File: src/imu_rvc_frame_receiver_assert.svh
// Assertion macros shared by the receiver RTL.
`ifndef IMU_RVC_FRAME_RECEIVER_ASSERT_SVH
`define IMU_RVC_FRAME_RECEIVER_ASSERT_SVH

// Same-cycle implication, checked outside reset.
`define IMURVC_ASSERT_IMPLY(label, clk, rst_n, ante, cons) \
    label: assert property (@(posedge clk) disable iff (!(rst_n)) (ante) |-> (cons)) \
        else $error("imurvc: implication check failed");

// Next-cycle implication, checked outside reset.
`define IMURVC_ASSERT_NEXT(label, clk, rst_n, ante, cons) \
    label: assert property (@(posedge clk) disable iff (!(rst_n)) (ante) |=> (cons)) \
        else $error("imurvc: next-cycle check failed");

`endif

File: src/imurvc_pkg.sv
`default_nettype none

package imurvc_pkg;

    localparam int BODY_DATA_LEN = 16;
    localparam int POS_W         = 5;

    localparam logic [15:0] HEADER_RESET  = 16'hAAAA;
    localparam logic [15:0] TIMEOUT_RESET = 16'd100;
    localparam logic [15:0] TICK_MAX      = 16'hFFFF;

    // register indexes (paddr[2])
    localparam logic REG_HEADER  = 1'b0;
    localparam logic REG_TIMEOUT = 1'b1;

    // request kinds
    localparam logic REQ_BYTE = 1'b0;
    localparam logic REQ_TICK = 1'b1;

    // result event codes
    localparam logic [2:0] EVT_NONE       = 3'd0;
    localparam logic [2:0] EVT_HDR_MATCH  = 3'd1;
    localparam logic [2:0] EVT_HDR_ERROR  = 3'd2;
    localparam logic [2:0] EVT_FRAME_GOOD = 3'd3;
    localparam logic [2:0] EVT_SUM_ERROR  = 3'd4;

    typedef struct packed {
        logic       req_type;
        logic [7:0] rx_byte;
    } t_in;

    typedef struct packed {
        logic [2:0]         event_res;
        logic               connected;
        logic [7:0]         frame_index;
        logic signed [15:0] yaw_cdeg;
        logic signed [15:0] pitch_cdeg;
        logic signed [15:0] roll_cdeg;
        logic signed [15:0] accel_x_mg;
        logic signed [15:0] accel_y_mg;
        logic signed [15:0] accel_z_mg;
        logic [7:0]         motion_intent;
        logic [7:0]         motion_request;
    } t_res;

    typedef struct packed {
        logic [15:0] header_value;
        logic [15:0] timeout_ticks;
    } t_cfg;

    function automatic logic [15:0] neg_sat16(input logic [15:0] v);
        logic [15:0] r;
        if (v == 16'h8000) begin
            r = 16'h7FFF;
        end else begin
            r = 16'h0000 - v;
        end
        return r;
    endfunction

endpackage

`default_nettype wire

File: src/imurvc_stream_if.sv
`default_nettype none

interface imurvc_stream_if #(
    parameter type t_payload = logic
);
    logic     valid;
    logic     ready;
    t_payload payload;

    modport source (output valid, output payload, input ready);
    modport sink   (input valid, input payload, output ready);
endinterface

`default_nettype wire

File: src/imu_rvc_frame_receiver.sv
// Channel     | Dir | Beat contents
// i_req       | in  | req_type, rx_byte (UART byte or 1 ms tick)
// o_res       | out | event_res, connected, frame fields
// APB         | in  | header_value @0x0, timeout_ticks @0x4
//
// One beat per cycle in, one result beat per input beat out.
// The result is registered and valid the cycle after the input beat is taken.
// The result register frees as it is read, so a full register that is
// being taken still lets a new input beat in; only a held result stalls.
// Reset (sync, active low) starts hunting for the header, not connected.
`default_nettype none

`include "imu_rvc_frame_receiver_assert.svh"

module imu_rvc_frame_receiver
    import imurvc_pkg::*;
(
    input  wire logic        i_clk,
    input  wire logic        i_rst_n,
    imurvc_stream_if.sink    i_req,
    imurvc_stream_if.source  o_res,
    input  wire logic        psel,
    input  wire logic        penable,
    input  wire logic        pwrite,
    input  wire logic [2:0]  paddr,
    input  wire logic [31:0] pwdata,
    output logic [31:0]      prdata,
    output logic             pready
);

    t_cfg cfg;
    t_res res_next;
    t_res r_res;
    logic r_valid;
    logic in_accept;
    logic res_not_good;
    logic res_fields_zero;

    imurvc_cfg_regs u_cfg (
        .i_clk   (i_clk),
        .i_rst_n (i_rst_n),
        .psel    (psel),
        .penable (penable),
        .pwrite  (pwrite),
        .paddr   (paddr),
        .pwdata  (pwdata),
        .prdata  (prdata),
        .pready  (pready),
        .o_cfg   (cfg)
    );

    assign i_req.ready = !r_valid || o_res.ready;
    assign in_accept   = i_req.valid && i_req.ready;

    imurvc_parser u_parser (
        .i_clk    (i_clk),
        .i_rst_n  (i_rst_n),
        .i_accept (in_accept),
        .i_req    (i_req.payload),
        .i_cfg    (cfg),
        .o_res    (res_next)
    );

    always_ff @(posedge i_clk) begin
        if (!i_rst_n) begin
            r_valid <= 1'b0;
        end else if (in_accept) begin
            r_valid <= 1'b1;
        end else if (o_res.ready) begin
            r_valid <= 1'b0;
        end
    end

    always_ff @(posedge i_clk) begin
        if (in_accept) begin
            r_res <= res_next;
        end
    end

    assign o_res.valid   = r_valid;
    assign o_res.payload = r_res;

    assign res_not_good    = r_valid && (r_res.event_res != EVT_FRAME_GOOD);
    assign res_fields_zero = (r_res.frame_index == 8'h00) && (r_res.yaw_cdeg == 16'sh0000)
                             && (r_res.motion_request == 8'h00);

    `IMURVC_ASSERT_NEXT(a_accept_gives_result, i_clk, i_rst_n, in_accept, r_valid)
    `IMURVC_ASSERT_IMPLY(a_yaw_saturated, i_clk, i_rst_n, r_valid, r_res.yaw_cdeg != 16'sh8000)
    `IMURVC_ASSERT_IMPLY(a_fields_zero_unless_good, i_clk, i_rst_n, res_not_good, res_fields_zero)

endmodule

`default_nettype wire

File: src/imurvc_cfg_regs.sv
`default_nettype none

module imurvc_cfg_regs
    import imurvc_pkg::*;
(
    input  wire logic        i_clk,
    input  wire logic        i_rst_n,
    input  wire logic        psel,
    input  wire logic        penable,
    input  wire logic        pwrite,
    input  wire logic [2:0]  paddr,
    input  wire logic [31:0] pwdata,
    output logic [31:0]      prdata,
    output logic             pready,
    output t_cfg             o_cfg
);

    logic [15:0] r_header;
    logic [15:0] r_timeout;
    logic        wr_en;

    assign pready = 1'b1;
    assign wr_en  = psel && penable && pwrite && pready;

    always_ff @(posedge i_clk) begin
        if (!i_rst_n) begin
            r_header  <= HEADER_RESET;
            r_timeout <= TIMEOUT_RESET;
        end else if (wr_en) begin
            unique case (paddr[2])
                REG_HEADER:  r_header  <= pwdata[15:0];
                REG_TIMEOUT: r_timeout <= pwdata[15:0];
                default:     r_header  <= r_header;
            endcase
        end
    end

    // low address bits are ignored: word-addressed registers
    always_comb begin
        unique case (paddr[2])
            REG_HEADER:  prdata = {16'h0000, r_header};
            REG_TIMEOUT: prdata = {16'h0000, r_timeout};
            default:     prdata = 32'h0000_0000;
        endcase
    end

    assign o_cfg.header_value  = r_header;
    assign o_cfg.timeout_ticks = r_timeout;

endmodule

`default_nettype wire

File: src/imurvc_parser.sv
`default_nettype none

module imurvc_parser
    import imurvc_pkg::*;
(
    input  wire logic i_clk,
    input  wire logic i_rst_n,
    input  wire logic i_accept,
    input  wire t_in  i_req,
    input  wire t_cfg i_cfg,
    output t_res      o_res
);

    logic             r_hunting, n_hunting;
    logic [POS_W-1:0] r_pos, n_pos;
    logic [7:0]       r_first, n_first;
    logic [7:0]       r_sum, n_sum;
    logic [15:0]      r_ticks, n_ticks;
    logic             r_ever, n_ever;
    logic [7:0]       r_body [BODY_DATA_LEN];

    logic             body_wr;
    logic             good;
    logic [2:0]       evt;

    always_comb begin
        n_hunting = r_hunting;
        n_pos     = r_pos;
        n_first   = r_first;
        n_sum     = r_sum;
        n_ticks   = r_ticks;
        n_ever    = r_ever;
        body_wr   = 1'b0;
        good      = 1'b0;
        evt       = EVT_NONE;
        priority if (i_req.req_type == REQ_TICK) begin
            if (r_ticks != TICK_MAX) begin
                n_ticks = r_ticks + 16'd1;
            end
        end else if (r_hunting) begin
            if (r_pos == '0) begin
                n_first = i_req.rx_byte;
                n_pos   = POS_W'(1);
            end else begin
                n_pos = '0;
                if ({i_req.rx_byte, r_first} == i_cfg.header_value) begin
                    n_hunting = 1'b0;
                    n_sum     = '0;
                    evt       = EVT_HDR_MATCH;
                end else begin
                    evt = EVT_HDR_ERROR;
                end
            end
        end else if (r_pos < POS_W'(BODY_DATA_LEN)) begin
            body_wr = 1'b1;
            n_sum   = r_sum + i_req.rx_byte;
            n_pos   = r_pos + POS_W'(1);
        end else begin
            if (i_req.rx_byte == r_sum) begin
                good    = 1'b1;
                evt     = EVT_FRAME_GOOD;
                n_ticks = '0;
                n_ever  = 1'b1;
            end else begin
                evt = EVT_SUM_ERROR;
            end
            n_hunting = 1'b1;
            n_pos     = '0;
        end
    end

    always_ff @(posedge i_clk) begin
        if (!i_rst_n) begin
            r_hunting <= 1'b1;
            r_pos     <= '0;
            r_first   <= '0;
            r_sum     <= '0;
            r_ticks   <= '0;
            r_ever    <= 1'b0;
        end else if (i_accept) begin
            r_hunting <= n_hunting;
            r_pos     <= n_pos;
            r_first   <= n_first;
            r_sum     <= n_sum;
            r_ticks   <= n_ticks;
            r_ever    <= n_ever;
        end
    end

    // body bytes are always written before the checksum beat reads them
    always_ff @(posedge i_clk) begin
        if (i_accept && body_wr) begin
            r_body[r_pos[3:0]] <= i_req.rx_byte;
        end
    end

    always_comb begin
        o_res           = '0;
        o_res.event_res = evt;
        o_res.connected = n_ever && (n_ticks < i_cfg.timeout_ticks);
        if (good) begin
            o_res.frame_index    = r_body[0];
            o_res.yaw_cdeg       = neg_sat16({r_body[2], r_body[1]});
            o_res.pitch_cdeg     = {r_body[4], r_body[3]};
            o_res.roll_cdeg      = {r_body[6], r_body[5]};
            o_res.accel_x_mg     = {r_body[8], r_body[7]};
            o_res.accel_y_mg     = {r_body[10], r_body[9]};
            o_res.accel_z_mg     = {r_body[12], r_body[11]};
            o_res.motion_intent  = r_body[13];
            o_res.motion_request = r_body[14];
        end
    end

endmodule

`default_nettype wire
File: src/flat_wrapper.sv
// flat-port wrapper written by rule: the top's interface ports become plain ports
module imu_rvc_frame_receiver_flat import imurvc_pkg::*;
  (i_clk, i_rst_n, psel, penable, pwrite, paddr, pwdata, prdata, pready, i_req_valid, i_req_payload, i_req_ready, o_res_valid, o_res_payload, o_res_ready);
  imurvc_stream_if i_req_i ();
  imurvc_stream_if o_res_i ();
  input  wire logic i_clk;
  input  wire logic i_rst_n;
  input  wire logic psel;
  input  wire logic penable;
  input  wire logic pwrite;
  input  wire logic [2:0] paddr;
  input  wire logic [31:0] pwdata;
  output logic [31:0] prdata;
  output logic pready;
  input wire logic [$bits(i_req_i.valid)-1:0] i_req_valid;
  input wire logic [$bits(i_req_i.payload)-1:0] i_req_payload;
  output wire logic [$bits(i_req_i.ready)-1:0] i_req_ready;
  output wire logic [$bits(o_res_i.valid)-1:0] o_res_valid;
  output wire logic [$bits(o_res_i.payload)-1:0] o_res_payload;
  input wire logic [$bits(o_res_i.ready)-1:0] o_res_ready;
  assign i_req_i.valid = i_req_valid;
  assign i_req_i.payload = i_req_payload;
  assign i_req_ready = i_req_i.ready;
  assign o_res_valid = o_res_i.valid;
  assign o_res_payload = o_res_i.payload;
  assign o_res_i.ready = o_res_ready;
  imu_rvc_frame_receiver u_core (.i_clk(i_clk), .i_rst_n(i_rst_n), .i_req(i_req_i), .o_res(o_res_i), .psel(psel), .penable(penable), .pwrite(pwrite), .paddr(paddr), .pwdata(pwdata), .prdata(prdata), .pready(pready));
endmodule
File: config.mk
export PLATFORM = sky130hd
export DESIGN_NAME = imu_rvc_frame_receiver_flat
export DESIGN_NICKNAME = d
export VERILOG_FILES = /design/src/imurvc_pkg.sv /design/src/imurvc_stream_if.sv /design/src/imu_rvc_frame_receiver.sv /design/src/imurvc_cfg_regs.sv /design/src/imurvc_parser.sv /design/src/flat_wrapper.sv
export VERILOG_INCLUDE_DIRS = /design/src /design/src/src
export SDC_FILE = /design/constraint.sdc
export NUM_CORES = 1
export LEC_CHECK = 0
export BUFFER_PORTS_ARGS = -buffer_cell sky130_fd_sc_hd__clkbuf_2
export CAP_MARGIN = 5
export CORE_MARGIN = 1
export CORE_UTILIZATION = 51
export DETAILED_ROUTE_END_ITERATION = 10
export GPL_TIMING_DRIVEN = 1
export PLACE_DENSITY_LB_ADDON = 0.15
export SYNTH_ARGS = -nofsm -noshare
export SYNTH_HDL_FRONTEND = slang
export SYNTH_SLANG_ARGS = --single-unit
File: constraint.sdc
create_clock -name i_clk -period 1.7 [get_ports i_clk]
set_input_delay 0.34 -clock i_clk [delete_from_list [all_inputs] [get_ports i_clk]]
set_output_delay 0.34 -clock i_clk [all_outputs]
set_load 0.02 [all_outputs]
==> metrics.md <==
| Metric | Value |
|---|---|
| Outcome | finished, final reports clean |
| Cell Area, Synth | 2470 µm² |
| Min-delay src | pwdata[1] |
| Element type at the critical path start | flop |
| Max-cap viol count | 0 |
| Pre-Repair DR Iteration Count | 4 |
| DP Area | 2750 µm² |
| Post-layout nets | 393 |
| CTS Hold Bufs | 0 |
| Critical path peak fanout | 9 |
| Rows | 24 |
| # setup viols final | 0 |
| Area grow syn2layout | 15.4% |
| Filler cells | 404 |
| CP Data Arrival Time | 1.75 ns |
| Post-synth EDFFs | 2 |
| WL/cell | 12.9 µm |
| Minimum clock period after layout | 1.57 ns |
| Reg clk slew, reported paths | 0.09 ns |
| Drt total wl | 5140 µm |
| Synth Instances | 294 |
| Initial Util | 54.9% |
| IO Pins | 79 |
| CP Class | flop to flop |
| Worst Setup SP | u_core.u_cfg.r_header[15] |
| R2R depth | 5 |
| ANT nets after route | 0 |
| Leading area contributor after synthesis | dfxtp_1 |
| Skew final | 0.00470 ns |
| CTS root buffer | clkbuf_8 |
| Max IR drop VDD | 0.402 mV |
| Synth warnings | 0 |
| Worst skew pair latency | 0.30 ns |
| H-Tree Level Count | 2 |
| Placer Congestion | 0.839 |
| Routed vias/inst | 5.21 |
| Final worst-path cycle share | 92.6% |
| FFs w/ async S/R, synth | 0% |
| Sequential element share of the synthesized area | 41.3% |
| Setup TNS | 0 ns |
| Post-CTS sizing | 0 |
| Layout cells sized above 1 | 26.9% |
| Clk sinks | 50 |
| Total GRT Usage | 21.7% |
| Reg-to-Reg End | u_core.u_parser.r_sum[2] |
| Final Max Slew Viols | 0 |
| WHS Path Cells | 3 |
| Total power | 2.27 mW |
| Synth Flop Type | dfxtp_1 |
| Max Fclk | 635 MHz |
| First-pass GRT wire length | 8690 µm |
| Die height | 71.7 µm |
| Required @ worst endpoint | 1.87 ns |
| P_leak | 1.20 nW |
| Hold crit path type | input port to flop |
| Residual DRC count | 0 |
| Yosys reg bits | 50 |
| Die Wd | 71.7 µm |
| Final Cell Area | 2860 µm² |
| Core Box Area | 4500 µm² |
| Largest net degree at the start of global routing | 21 |
| Mapped Avg Cell Area | 8.42 µm² |
| Final Hold Violating Endpoints | 0 |
| Pwr Density | 794 nW/µm² |
| Unrepaired setup endpoints after global routing | false |
| # Post-CTS Setup Buffers | 0 |
| Die area | 5140 µm² |
| CTS tree | done |
| Vias | 2,075 |
| Cell variety after synth | 50 |
| CTS Buf Count | 5 |
| Total inserted antenna cells | 0 |
| Buffers on Ports | 43 |
| Bufs on Longest Clock Path | 2 |
| Top-count cell post-synth | nand2_1 |
| Dominant cells by area after synthesis | dfxtp_1 39%, nand2_1 11%, mux2_2 7.7% |
| Hold Path Sink | u_core.u_cfg.r_header[1] |
| Global route total overflow | 0 |
| Share of the synthesized area in the top cell type | 38.8% |
| R2r startpoint | u_core.u_cfg.r_header[15] |
| Initial antenna violation count | 0 |
| Detailed Route Iter0 Violations | 69 |
| DP HPWL | 3690 µm |
| Setup crit end kind | flop |
| R2r setup slk | 0.13 ns |
| Vias in the first global route | 1,889 |
| Most instantiated cells after synthesis | 75 x nand2_1, 48 x dfxtp_1, 26 x a21oi_1 |
## worst max path at each step
| stage | endpoint | slack, ns | cells past startpoint |
|---|---|---|---|
| finish | u_core.u_parser.r_sum[2] | 0.13 | 5 |
| floorplan | u_core.u_parser.r_sum[2] | 0.05 | 5 |
| CTS | u_core.u_parser.r_sum[2] | 0.11 | 5 |
| global route | u_core.u_parser.r_sum[2] | 0.004 | 5 |
| detailed placement | u_core.u_parser.r_sum[6] | 0.04 | 7 |
| global placement | u_core.u_parser.r_sum[6] | 0.04 | 7 |
## registers in the layout (all words and copies together), names as in the netlist
| signal | count |
|---|---|
| u_core.o_res.payload | 1 |
| u_core.o_res.valid | 1 |
| u_core.u_cfg.r_header | 16 |
| u_core.u_cfg.r_timeout | 16 |
| u_core.u_parser.r_body | 1 |
| u_core.u_parser.r_first | 1 |
| u_core.u_parser.r_hunting | 1 |
| u_core.u_parser.r_pos | 5 |
| u_core.u_parser.r_sum | 8 |
## layout by cell type, fill, tap and decap left out, drive strengths merged, types with 2 or more instances in the layout
master	n
inv	8
clkbuf	49
a31oi	2
clkinv	2
edfxtp	2
mux2	17
nor3	4
nand2	76
and3	2
o22ai	4
ha	5
conb	17
or4	2
buf	17
o21a	2
nand3	20
nand3b	2
xnor2	2
nor2	9
dfxtp	48
a211oi	3
nand4	2
o21ai	3
nor4	4
a21oi	26
## metal layers
layer	share of wire, %	global-route usage (%)	wire length (µm)	vias up
li1	-	-	-	1080
met1	48	28.7	2490	937
met2	46	35.3	2370	51
met3	4.3	5.49	221	7
met4	1.1	5.88	58	0
met5	0	0	0	-
## worst max-delay path, stage by stage (launching register included)
cell	delay (ns)
dfxtp_1	0.34
nor4_2	0.32
a41oi_1	0.21
nor4_4	0.28
buf_4	0.20
a311oi_1	0.10
## logic make-up (layout without fill, tap and decap cells)
family | Yosys count | after routing | share of synthesized area (%)
muxes | 18 | 18 | 8.14
DFF | 50 | 50 | 41.3
adders and majority gates | 5 | 5 | 2.53
and+or+nand+nor | 131 | 131 | 26.4
other | 2 | 17 | 0.303
xor gates and xnor gates | 2 | 2 | 0.708
buffers and inverters | 39 | 76 | 9.30
AOI/OAI and AO/OA | 47 | 47 | 11.4
## power by group
group	leakage (nW)	internal, mW	switching, mW
Combinational	0.731	0.104	0.178
Sequential	0.408	1.20	0.0167
Clock	0.0561	0.374	0.391
Total	1.20	1.68	0.586
## area by class of cell
| class | instances | area, µm² | share of cell area [%] |
|---|---|---|---|
| clock buffers | 6 | 93.8 | 3.29 |
| inverters | 8 | 30.0 | 1.05 |
| well taps | 52 | 65.1 | 2.28 |
| multi-input cells | 220 | 1280 | 44.8 |
| flip-flops and latches | 50 | 1020 | 35.8 |
| repair buffers | 60 | 355 | 12.4 |
| clock inverters | 2 | 10.0 | 0.351 |
## through the flow
stage	util, %	hold slack, ns	cells	worst slack (ns)
finish	63.4	0.259	398	0.126
global route	63.4	0.251	398	0.00405
CTS	63.4	0.253	398	0.110
detailed placement	61.1	0.447	390	0.0367
global placement	61.1	0.438	390	0.0429
floorplan	-	0.433	309	0.0512
No activity file was read; power rests on OpenSTA's default activity.
